File: src/vmc_pkg.sv
// vmc_pkg: shared types, codes and constants of the vertex microcode checker
// no dependencies; used by every module under src

package vmc_pkg;

   localparam int MAX_SLOTS_DEF     = 136;
   localparam int NUM_CONSTANTS_DEF = 192;
   localparam int CONST_BITS        = 192;
   localparam int QUEUE_DEPTH       = 2;

   localparam logic [7:0] PROG_LEN_RESET = 8'd136;

   // opcodes
   localparam logic [3:0] MAC_NOP           = 4'd0;
   localparam logic [3:0] MAC_MOV           = 4'd1;
   localparam logic [3:0] MAC_ADD           = 4'd3;
   localparam logic [3:0] MAC_MAD           = 4'd4;
   localparam logic [3:0] MAC_ARL           = 4'd13;
   localparam logic [3:0] MAC_FIRST_RESERVD = 4'd14;
   localparam logic [2:0] ILU_NOP           = 3'd0;
   localparam logic [2:0] ILU_FIRST_UNSUPP  = 3'd5;

   // source muxes
   localparam logic [1:0] MUX_NONE  = 2'd0;
   localparam logic [1:0] MUX_TEMP  = 2'd1;
   localparam logic [1:0] MUX_INPUT = 2'd2;
   localparam logic [1:0] MUX_CONST = 2'd3;

   localparam logic [3:0] LAST_TEMP = 4'd12;
   localparam logic [3:0] LAST_DEST = 4'd12;
   localparam logic [3:0] OREG_LIMIT = 4'd13;
   localparam logic [3:0] OREG_HOLE_A = 4'd1;
   localparam logic [3:0] OREG_HOLE_B = 4'd2;
   localparam logic [3:0] OREG_HOLE_C = 4'd7;
   localparam logic [3:0] OREG_HOLE_D = 4'd8;

   // register map
   localparam logic REG_PROGRAM_LENGTH = 1'b0;

   typedef enum logic [3:0] {
      ERR_NONE         = 4'd0,
      ERR_MAC_RESERVED = 4'd1,
      ERR_ILU_UNSUPP   = 4'd2,
      ERR_BAD_DEST     = 4'd3,
      ERR_BAD_TEMP     = 4'd4,
      ERR_CONST_RANGE  = 4'd5,
      ERR_MUX0         = 4'd6,
      ERR_ARL_OUT      = 4'd7,
      ERR_NOP_OUT      = 4'd8,
      ERR_WRITABLE     = 4'd9,
      ERR_BAD_OREG     = 4'd10,
      ERR_NO_FINAL     = 4'd11
   } err_code_type;

   typedef struct packed {
      logic        first_slot;
      logic [31:0] instr_word1;
      logic [31:0] instr_word2;
      logic [31:0] instr_word3;
   } req_type;

   typedef struct packed {
      logic [7:0]  slot_index;
      logic [3:0]  error_code;
      logic        program_done;
      logic        program_ok;
      logic [15:0] used_inputs;
      logic [12:0] used_outputs;
      logic [63:0] used_consts_low;
      logic [63:0] used_consts_mid;
      logic [63:0] used_consts_high;
      logic        relative_reads;
      logic [7:0]  slots_counted;
   } rsp_type;

   // classified instruction handed from front to back
   typedef struct packed {
      logic         first_slot;
      logic         final_bit;
      err_code_type pre_err;
      logic         in_hit;
      logic [3:0]   in_idx;
      logic         const_hit;
      logic [7:0]   const_idx;
      logic         rel_hit;
      logic         out_hit;
      logic [3:0]   out_idx;
   } cls_type;

endpackage

File: src/vmc_back.sv
// vmc_back: program tracking state, length check and result register
// depends on vmc_pkg

module vmc_back #(
   parameter int MAX_SLOTS     = vmc_pkg::MAX_SLOTS_DEF,
   parameter int NUM_CONSTANTS = vmc_pkg::NUM_CONSTANTS_DEF
) (
   input  logic             clock,
   input  logic             reset,
   input  logic [7:0]       program_length,
   input  logic             q_valid,
   input  vmc_pkg::cls_type q_data,
   output logic             q_pop,
   output logic             rsp_valid,
   input  logic             rsp_stall,
   output vmc_pkg::rsp_type rsp_payload
);

   localparam int CW = $clog2(MAX_SLOTS + 1);
   localparam logic [vmc_pkg::CONST_BITS:0] REL_WIDE =
      ((vmc_pkg::CONST_BITS + 1)'(1) << NUM_CONSTANTS) - 1'b1;
   localparam logic [vmc_pkg::CONST_BITS-1:0] REL_MASK = REL_WIDE[vmc_pkg::CONST_BITS-1:0];

   logic [CW-1:0]                   count_ff;
   logic [CW-1:0]                   count_in;
   logic                            ended_ff;
   logic                            ended_in;
   vmc_pkg::err_code_type           fault_ff;
   vmc_pkg::err_code_type           fault_in;
   logic [15:0]                     in_use_ff;
   logic [15:0]                     in_use_in;
   logic [12:0]                     out_use_ff;
   logic [12:0]                     out_use_in;
   logic [vmc_pkg::CONST_BITS-1:0]  const_use_ff;
   logic [vmc_pkg::CONST_BITS-1:0]  const_use_in;
   logic                            rel_ff;
   logic                            rel_in;
   logic                            rsp_valid_ff;
   logic                            rsp_valid_in;
   vmc_pkg::rsp_type                rsp_ff;
   vmc_pkg::rsp_type                rsp_in;

   logic [CW-1:0]                   count_base;
   logic                            ended_base;
   vmc_pkg::err_code_type           fault_base;
   logic [15:0]                     in_use_base;
   logic [12:0]                     out_use_base;
   logic [vmc_pkg::CONST_BITS-1:0]  const_use_base;
   logic                            rel_base;
   logic [CW-1:0]                   count_next;
   logic [CW-1:0]                   slot;
   logic [8:0]                      len_wide;
   logic [8:0]                      len_eff;
   vmc_pkg::err_code_type           err;

   assign q_pop       = q_valid && (!rsp_valid_ff || !rsp_stall);
   assign rsp_valid   = rsp_valid_ff;
   assign rsp_payload = rsp_ff;
   assign len_wide    = {1'b0, program_length};

   always_comb begin
      if (len_wide == 9'd0) begin
         len_eff = 9'd1;
      end else if (len_wide > 9'(MAX_SLOTS)) begin
         len_eff = 9'(MAX_SLOTS);
      end else begin
         len_eff = len_wide;
      end
   end

   always_comb begin
      if (q_data.first_slot) begin
         count_base     = '0;
         ended_base     = 1'b0;
         fault_base     = vmc_pkg::ERR_NONE;
         in_use_base    = '0;
         out_use_base   = '0;
         const_use_base = '0;
         rel_base       = 1'b0;
      end else begin
         count_base     = count_ff;
         ended_base     = ended_ff;
         fault_base     = fault_ff;
         in_use_base    = in_use_ff;
         out_use_base   = out_use_ff;
         const_use_base = const_use_ff;
         rel_base       = rel_ff;
      end

      count_next   = count_base + 1'b1;
      err          = q_data.pre_err;
      slot         = '0;
      count_in     = count_base;
      ended_in     = ended_base;
      fault_in     = fault_base;
      in_use_in    = in_use_base;
      out_use_in   = out_use_base;
      const_use_in = const_use_base;
      rel_in       = rel_base;

      if (!ended_base) begin
         if ((err == vmc_pkg::ERR_NONE) && !q_data.final_bit
             && (9'(count_next) >= len_eff)) begin
            err = vmc_pkg::ERR_NO_FINAL;
         end
         slot     = count_base;
         count_in = count_next;
         fault_in = err;
         ended_in = (err != vmc_pkg::ERR_NONE) || q_data.final_bit;
         if (err != vmc_pkg::ERR_NONE) begin
            in_use_in    = '0;
            out_use_in   = '0;
            const_use_in = '0;
            rel_in       = 1'b0;
         end else begin
            if (q_data.in_hit) begin
               in_use_in = in_use_base | (16'd1 << q_data.in_idx);
            end
            if (q_data.out_hit) begin
               out_use_in = out_use_base | (13'd1 << q_data.out_idx);
            end
            if (q_data.const_hit) begin
               const_use_in = const_use_in
                              | (vmc_pkg::CONST_BITS'(1) << q_data.const_idx);
            end
            if (q_data.rel_hit) begin
               const_use_in = const_use_in | REL_MASK;
               rel_in       = 1'b1;
            end
         end
      end

      rsp_in.slot_index       = 8'(slot);
      rsp_in.error_code       = fault_in;
      rsp_in.program_done     = ended_in;
      rsp_in.program_ok       = ended_in && (fault_in == vmc_pkg::ERR_NONE);
      rsp_in.used_inputs      = in_use_in;
      rsp_in.used_outputs     = out_use_in;
      rsp_in.used_consts_low  = const_use_in[63:0];
      rsp_in.used_consts_mid  = const_use_in[127:64];
      rsp_in.used_consts_high = const_use_in[191:128];
      rsp_in.relative_reads   = rel_in;
      rsp_in.slots_counted    = (fault_in == vmc_pkg::ERR_NONE) ? 8'(count_in) : 8'd0;

      rsp_valid_in = q_pop || (rsp_valid_ff && rsp_stall);
   end

   always_ff @(posedge clock) begin
      if (reset) begin
         count_ff     <= '0;
         ended_ff     <= 1'b0;
         fault_ff     <= vmc_pkg::ERR_NONE;
         in_use_ff    <= '0;
         out_use_ff   <= '0;
         const_use_ff <= '0;
         rel_ff       <= 1'b0;
         rsp_valid_ff <= 1'b0;
      end else begin
         rsp_valid_ff <= rsp_valid_in;
         if (q_pop) begin
            count_ff     <= count_in;
            ended_ff     <= ended_in;
            fault_ff     <= fault_in;
            in_use_ff    <= in_use_in;
            out_use_ff   <= out_use_in;
            const_use_ff <= const_use_in;
            rel_ff       <= rel_in;
         end
      end
   end

   always_ff @(posedge clock) begin
      if (q_pop) begin
         rsp_ff <= rsp_in;
      end
   end

   fault_ends_program: assert property (@(posedge clock) disable iff (reset)
      (fault_ff != vmc_pkg::ERR_NONE) |-> ended_ff)
      else $error("fault recorded without program end");

   fault_clears_masks: assert property (@(posedge clock) disable iff (reset)
      (fault_ff != vmc_pkg::ERR_NONE) |-> ((in_use_ff == '0) && (out_use_ff == '0)
                                           && (const_use_ff == '0) && !rel_ff))
      else $error("tracking masks kept after fault");

   count_bound: assert property (@(posedge clock) disable iff (reset)
      (CW + 1)'(count_ff) <= (CW + 1)'(MAX_SLOTS))
      else $error("slot count above maximum");

endmodule

File: config.mk
export PLATFORM = sky130hd
export DESIGN_NAME = vmc_back
export DESIGN_NICKNAME = d
export VERILOG_FILES = /design/src/vmc_pkg.sv /design/src/vmc_back.sv
export SDC_FILE = /design/constraint.sdc
export NUM_CORES = 1
export LEC_CHECK = 0
export BUFFER_PORTS_ARGS = -buffer_cell sky130_fd_sc_hd__buf_4
export CORE_MARGIN = 1
export CORE_UTILIZATION = 51
export CTS_BUF_LIST = sky130_fd_sc_hd__clkbuf_2
export DETAILED_ROUTE_END_ITERATION = 7
export GPL_TIMING_DRIVEN = 0
export PLACE_DENSITY = 0.72
export SYNTH_ARGS = -nofsm -noshare
export SYNTH_HDL_FRONTEND = slang
export SYNTH_SLANG_ARGS = --single-unit
export TNS_END_PERCENT = 30
File: constraint.sdc
create_clock -name clock -period 11.3 [get_ports clock]
set_input_delay 1.695 -clock clock [delete_from_list [all_inputs] [get_ports clock]]
set_output_delay 1.695 -clock clock [all_outputs]
set_load 0.02 [all_outputs]
== Word-level counts from Yosys, hierarchy flattened ==
Index checks and enable logic that the tools add are counted.
Word-level totals
  bits in registers: 480
  input port bits: 38
  word-level logic and storage cells: 70
Operators by class
  add/sub/neg operators: 1
  order comparisons: 2
  shifts and indexed selects: 3
  muxes and demuxes: 27
  bitwise operators: 3
  reduce and logical (&&, ||, !) cells: 15
Operators with widths (number)
  two-way mux 192 bit: 5
  OR 192 bit: 1
  << shifter 1 x 8 -> 192 bit, first input constant: 1
  two-way mux 16 bit: 4
  two-way mux 13 bit: 4
  two-way mux 8 bit: 3
  two-way mux 4 bit: 4
  OR 16 bit: 1
  << shifter 1 x 4 -> 16 bit, first input constant: 1
  OR 13 bit: 1
  << shifter 1 x 4 -> 13 bit, first input constant: 1
  greater-or-equal comparator 8 x 9 -> 1 bit: 1
  logical NOT 9 bit: 1
  two-way mux 9 bit: 1
  adder 8 x 1 -> 8 bit, second input constant: 1
  > comparator 8 bit, second input constant: 1
  logical NOT 4 bit: 2
  two-way mux 1 bit: 6
  logical AND 1 bit: 5
  nonzero test 4 bit: 1
  logical NOT 1 bit: 3
  logical OR 1 bit: 3

== Depth between registers and ports, before layout ==
  depth in word-level cells: 11
  gate-level depth with buffers: 16

== Least setup slack after synthesis ==
OpenSTA, ideal clock, no wires.
  kind: input port to output port
  start: in rsp_stall
  end: out q_pop
  arrival time: 8.866 ns
  required time: 9.605 ns
  path slack: 0.739 ns
  cell stages on the path: 4
  path buffers: 1
  cell sequence: nand2_1 -> nand2_1 -> inv_1 -> buf_1
Between the ends
  word-level cells in the longest chain between the ends: 3
Ends and longest elaborated chain
  start: declaration: line vmc_back.sv:15  | input logic rsp_stall,
  logical NOT 1 bit: line vmc_back.sv:56  | assign q_pop = q_valid && (!rsp_valid_ff || !rsp_stall);
  logical OR 1 bit: line vmc_back.sv:56
  logical AND 1 bit: line vmc_back.sv:56
  end: declaration: line vmc_back.sv:13  | output logic q_pop,
No other way between the ends.

== Worst setup path in the final report ==
Same ends and word-level chain as after synthesis.

==> flow_metrics.py <==
metrics = {
    "yosys": {
        "synth_enable_flop_cells": 244,
        "synthFlopType": "edfxtp_1",
        "synth.avg_cell_area_um2": 10.2,
        "ys_seq_area_frac": 0.603,
        "ys_ff_latch": 480,
        "syn_area_mm2": 0.0200,
        "ys_warn_count": 0,
        "yosys.cell_types.count": 52,
        "synth_nets": 2009,
        "syn_inst": 1962,
        "synth-async-reset-ratio": 0,
    },
    "critical_path": {
        "worst-path-buf-inv": 5,
        "cp_max_fo": 38,
        "critPathLaunchType": "input port",
        "crit_type": "input port to primary output",
        "path_cells": "buf_4 > nand2_1 > nand2_1 > inv_1 > buf_2 > buf_12 > buf_4",
        "crit_required_ns": 9.61,
        "crit_arrival_ns": 3.38,
        "cp-end-kind": "primary output",
        "slowest_stage": "buf_2",
        "critPathMaxStageDelay_ns": 0.58,
        "cpLargestDelayFamily": "buffers and inverters",
    },
    "die": {
        "fp-row-count": 72,
        "die_w_um": 200,
        "chipHeight_um": 200,
        "dieArea_mm2": 0.0400,
        "placeableCoreArea_mm2": 0.0386,
        "io_pins": 284,
        "initial_core_util": 0.517,
    },
    "final_layout": {
        "final_common_cell": "nand2_1",
        "nets": 2410,
        "seqCellArea_mm2": 0.0121,
        "fill_cells": 3129,
        "final_layout_size_suffix_gt1_frac": 0.217,
        "multi_input_area_mm2": 0.00711,
        "layout.cells.non_filler": 2984,
        "area_delta_synth_final_pct": 19.7,
        "final_cell_mix": "418 x nand2_1, 289 x o21ai_0, 279 x buf_4",
    },
    "sta": {
        "final-setup-viol-count": 0,
        "fin_crit_ns": 5.08,
        "slew_headroom": 0.0174,
        "report.final.slew_viol_count": 0,
        "tightest_slew_ns": 1.47,
        "period_share": 0.449,
        "final_hold_viol_count": 0,
        "setup_tns_ns": 0,
        "max_freq_mhz": 197,
        "finClkSkew_ns": 0.0997,
        "rsz0062_at_grt": "no",
    },
    "route": {
        "drcViolationCount": 0,
        "vias_per_cell": 6.03,
        "num_vias": 18000,
        "wl_um": 61500,
        "drt-initial-drc-count": 2057,
        "drt_first_pass_iters": 6,
        "wl_per_cell_um": 20.6,
        "postRouteAntennaNets": 0,
    },
    "grt": {
        "grt.busiest_layer": "met2",
        "gr-usage-met1": 0.408,
        "gr-usage-all-layers": 0.303,
        "grt_overflow": 0,
        "use_met2": 0.445,
        "grt_pass1_wl_um": 92000,
        "gr-usage-met3": 0.0669,
        "grt_max_degree": 48,
        "grt_pass1_vias": 16600,
        "antenna_found_initial": 3,
    },
    "clock_network": {
        "cts_tree": "built",
        "cts_setup_buffers": 0,
        "holdBufCountCts": 0,
        "path_clk_slew_ns": 0.09,
        "clk_latency_ns": 1.12,
        "cts.sinks": 480,
        "root_buffer": "clkbuf_2",
        "numCtsBuffers": 114,
        "cts_resized": 0,
        "htree_num_levels": 3,
        "cts.path.max_buffers": 3,
    },
    "power": {
        "total_leakage_power_nw": 8.78,
        "p_per_area_mw_per_mm2": 145,
        "p_total_w": 0.00347,
        "peakVddDrop_mv": 0.0798,
    },
    "placed_design": {
        "place_inst": 2765,
        "dpl.hpwl_um": 41400,
        "port_buffers": 279,
        "place_congestion": 0.950,
    },
    "job": {
        "drv_cap": 0,
    },
    "worst_hold_path": {
        "holdCritPathClass": "flop to flop",
    },
    "run_status": {
        "status": "finished clean",
    },
}
## final timing paths
check | startpoint | end | slack [ns] | depth (start not counted)
max reg2reg | count_ff[0] | rsp_payload[205] | 7.61 | 13
min reg2reg | const_use_ff[42] | const_use_ff[42] | 0.47 | 2
min | const_use_ff[42] | const_use_ff[42] | 0.47 | 2
max | rsp_stall | q_pop | 6.22 | 7
## sequential cells by signal, summed over array words and instances (netlist names)
signal,cells
rsp_payload,244
const_use_ff,192
in_use_ff,16
out_use_ff,13
count_ff,8
fault_ff,4
ended_ff,1
rel_ff,1
rsp_valid,1
## Yosys cell counts, types with 5 or more instances
cell / n / share of area
buf_6: 14 / 0.0079
o21ai_1: 102 / 0.026
clkbuf_2: 15 / 0.0038
nand2b_1: 5 / 0.0016
buf_1: 8 / 0.0015
o21ai_0: 289 / 0.072
xnor2_1: 5 / 0.0022
nor2b_1: 7 / 0.0022
a22oi_1: 25 / 0.0094
inv_1: 8 / 0.0015
nand2_1: 418 / 0.079
buf_2: 24 / 0.0060
a211oi_1: 8 / 0.0030
nor4_1: 7 / 0.0022
a32o_1: 27 / 0.014
a221oi_1: 192 / 0.084
nor2_1: 103 / 0.019
and2_1: 13 / 0.0041
or3_1: 7 / 0.0022
dfxtp_1: 236 / 0.24
a21oi_1: 11 / 0.0028
edfxtp_1: 244 / 0.37
nor3_1: 18 / 0.0045
a32oi_1: 6 / 0.0026
ha_1: 9 / 0.0056
clkbuf_1: 106 / 0.020
nand3_1: 14 / 0.0035
## per-layer routing
| metal | routed length, um | vias up |
|---|---|---|
| li1 | - | 8227 |
| met1 | 24900 | 8557 |
| met2 | 27500 | 997 |
| met3 | 5850 | 217 |
| met4 | 3200 | 2 |
| met5 | 12 | - |
## cell families after synthesis
| kind of cell | synth area share |
|---|---|
| AOI/OAI and AO/OA | 0.222 |
| and+or+nand+nor | 0.124 |
| DFF | 0.603 |
| buffers and inverters | 0.0410 |
| adders and majority gates | 0.00564 |
| xor gates and xnor gates | 0.00351 |
| muxes | 0.00100 |
## cell type report
class / count / area share
Buffer: 167 / 0.0327
Tap cell: 518 / 0.0271
Sequential cell: 480 / 0.504
Clock inverter: 54 / 0.0106
Clock buffer: 161 / 0.0337
Inverter: 10 / 0.00157
Multi-Input combinational cell: 1305 / 0.297
Timing Repair Buffer: 285 / 0.0926
Antenna cell: 4 / 0.000419
## through the flow
step / setup slack (ns) / util / area, um2 / hold WS [ns]
6_report: 6.22 / 0.619 / 23900 / 0.470
5_1_grt: 6.12 / 0.619 / 23900 / 0.486
4_1_cts: 6.23 / 0.618 / 23900 / 0.472
3_5_place_dp: 5.64 / 0.591 / 22800 / 0.452
3_3_place_gp: -2.86 / 0.588 / 22700 / 0.447
2_1_floorplan: 0.739 / - / 20000 / 0.433
## where the power goes
part	total (W)	switching, W	internal [W]
combinational	0.000410	0.000281	0.000129
clock	0.00113	0.000712	0.000416
sequential	0.00193	0.0000298	0.00190
## worst min-delay path, stage by stage (launching register included)
cell     delay, ns
dfxtp_1       0.33
nand2_1       0.05
o21ai_1       0.05
Power figures use the tool's default switching activity.
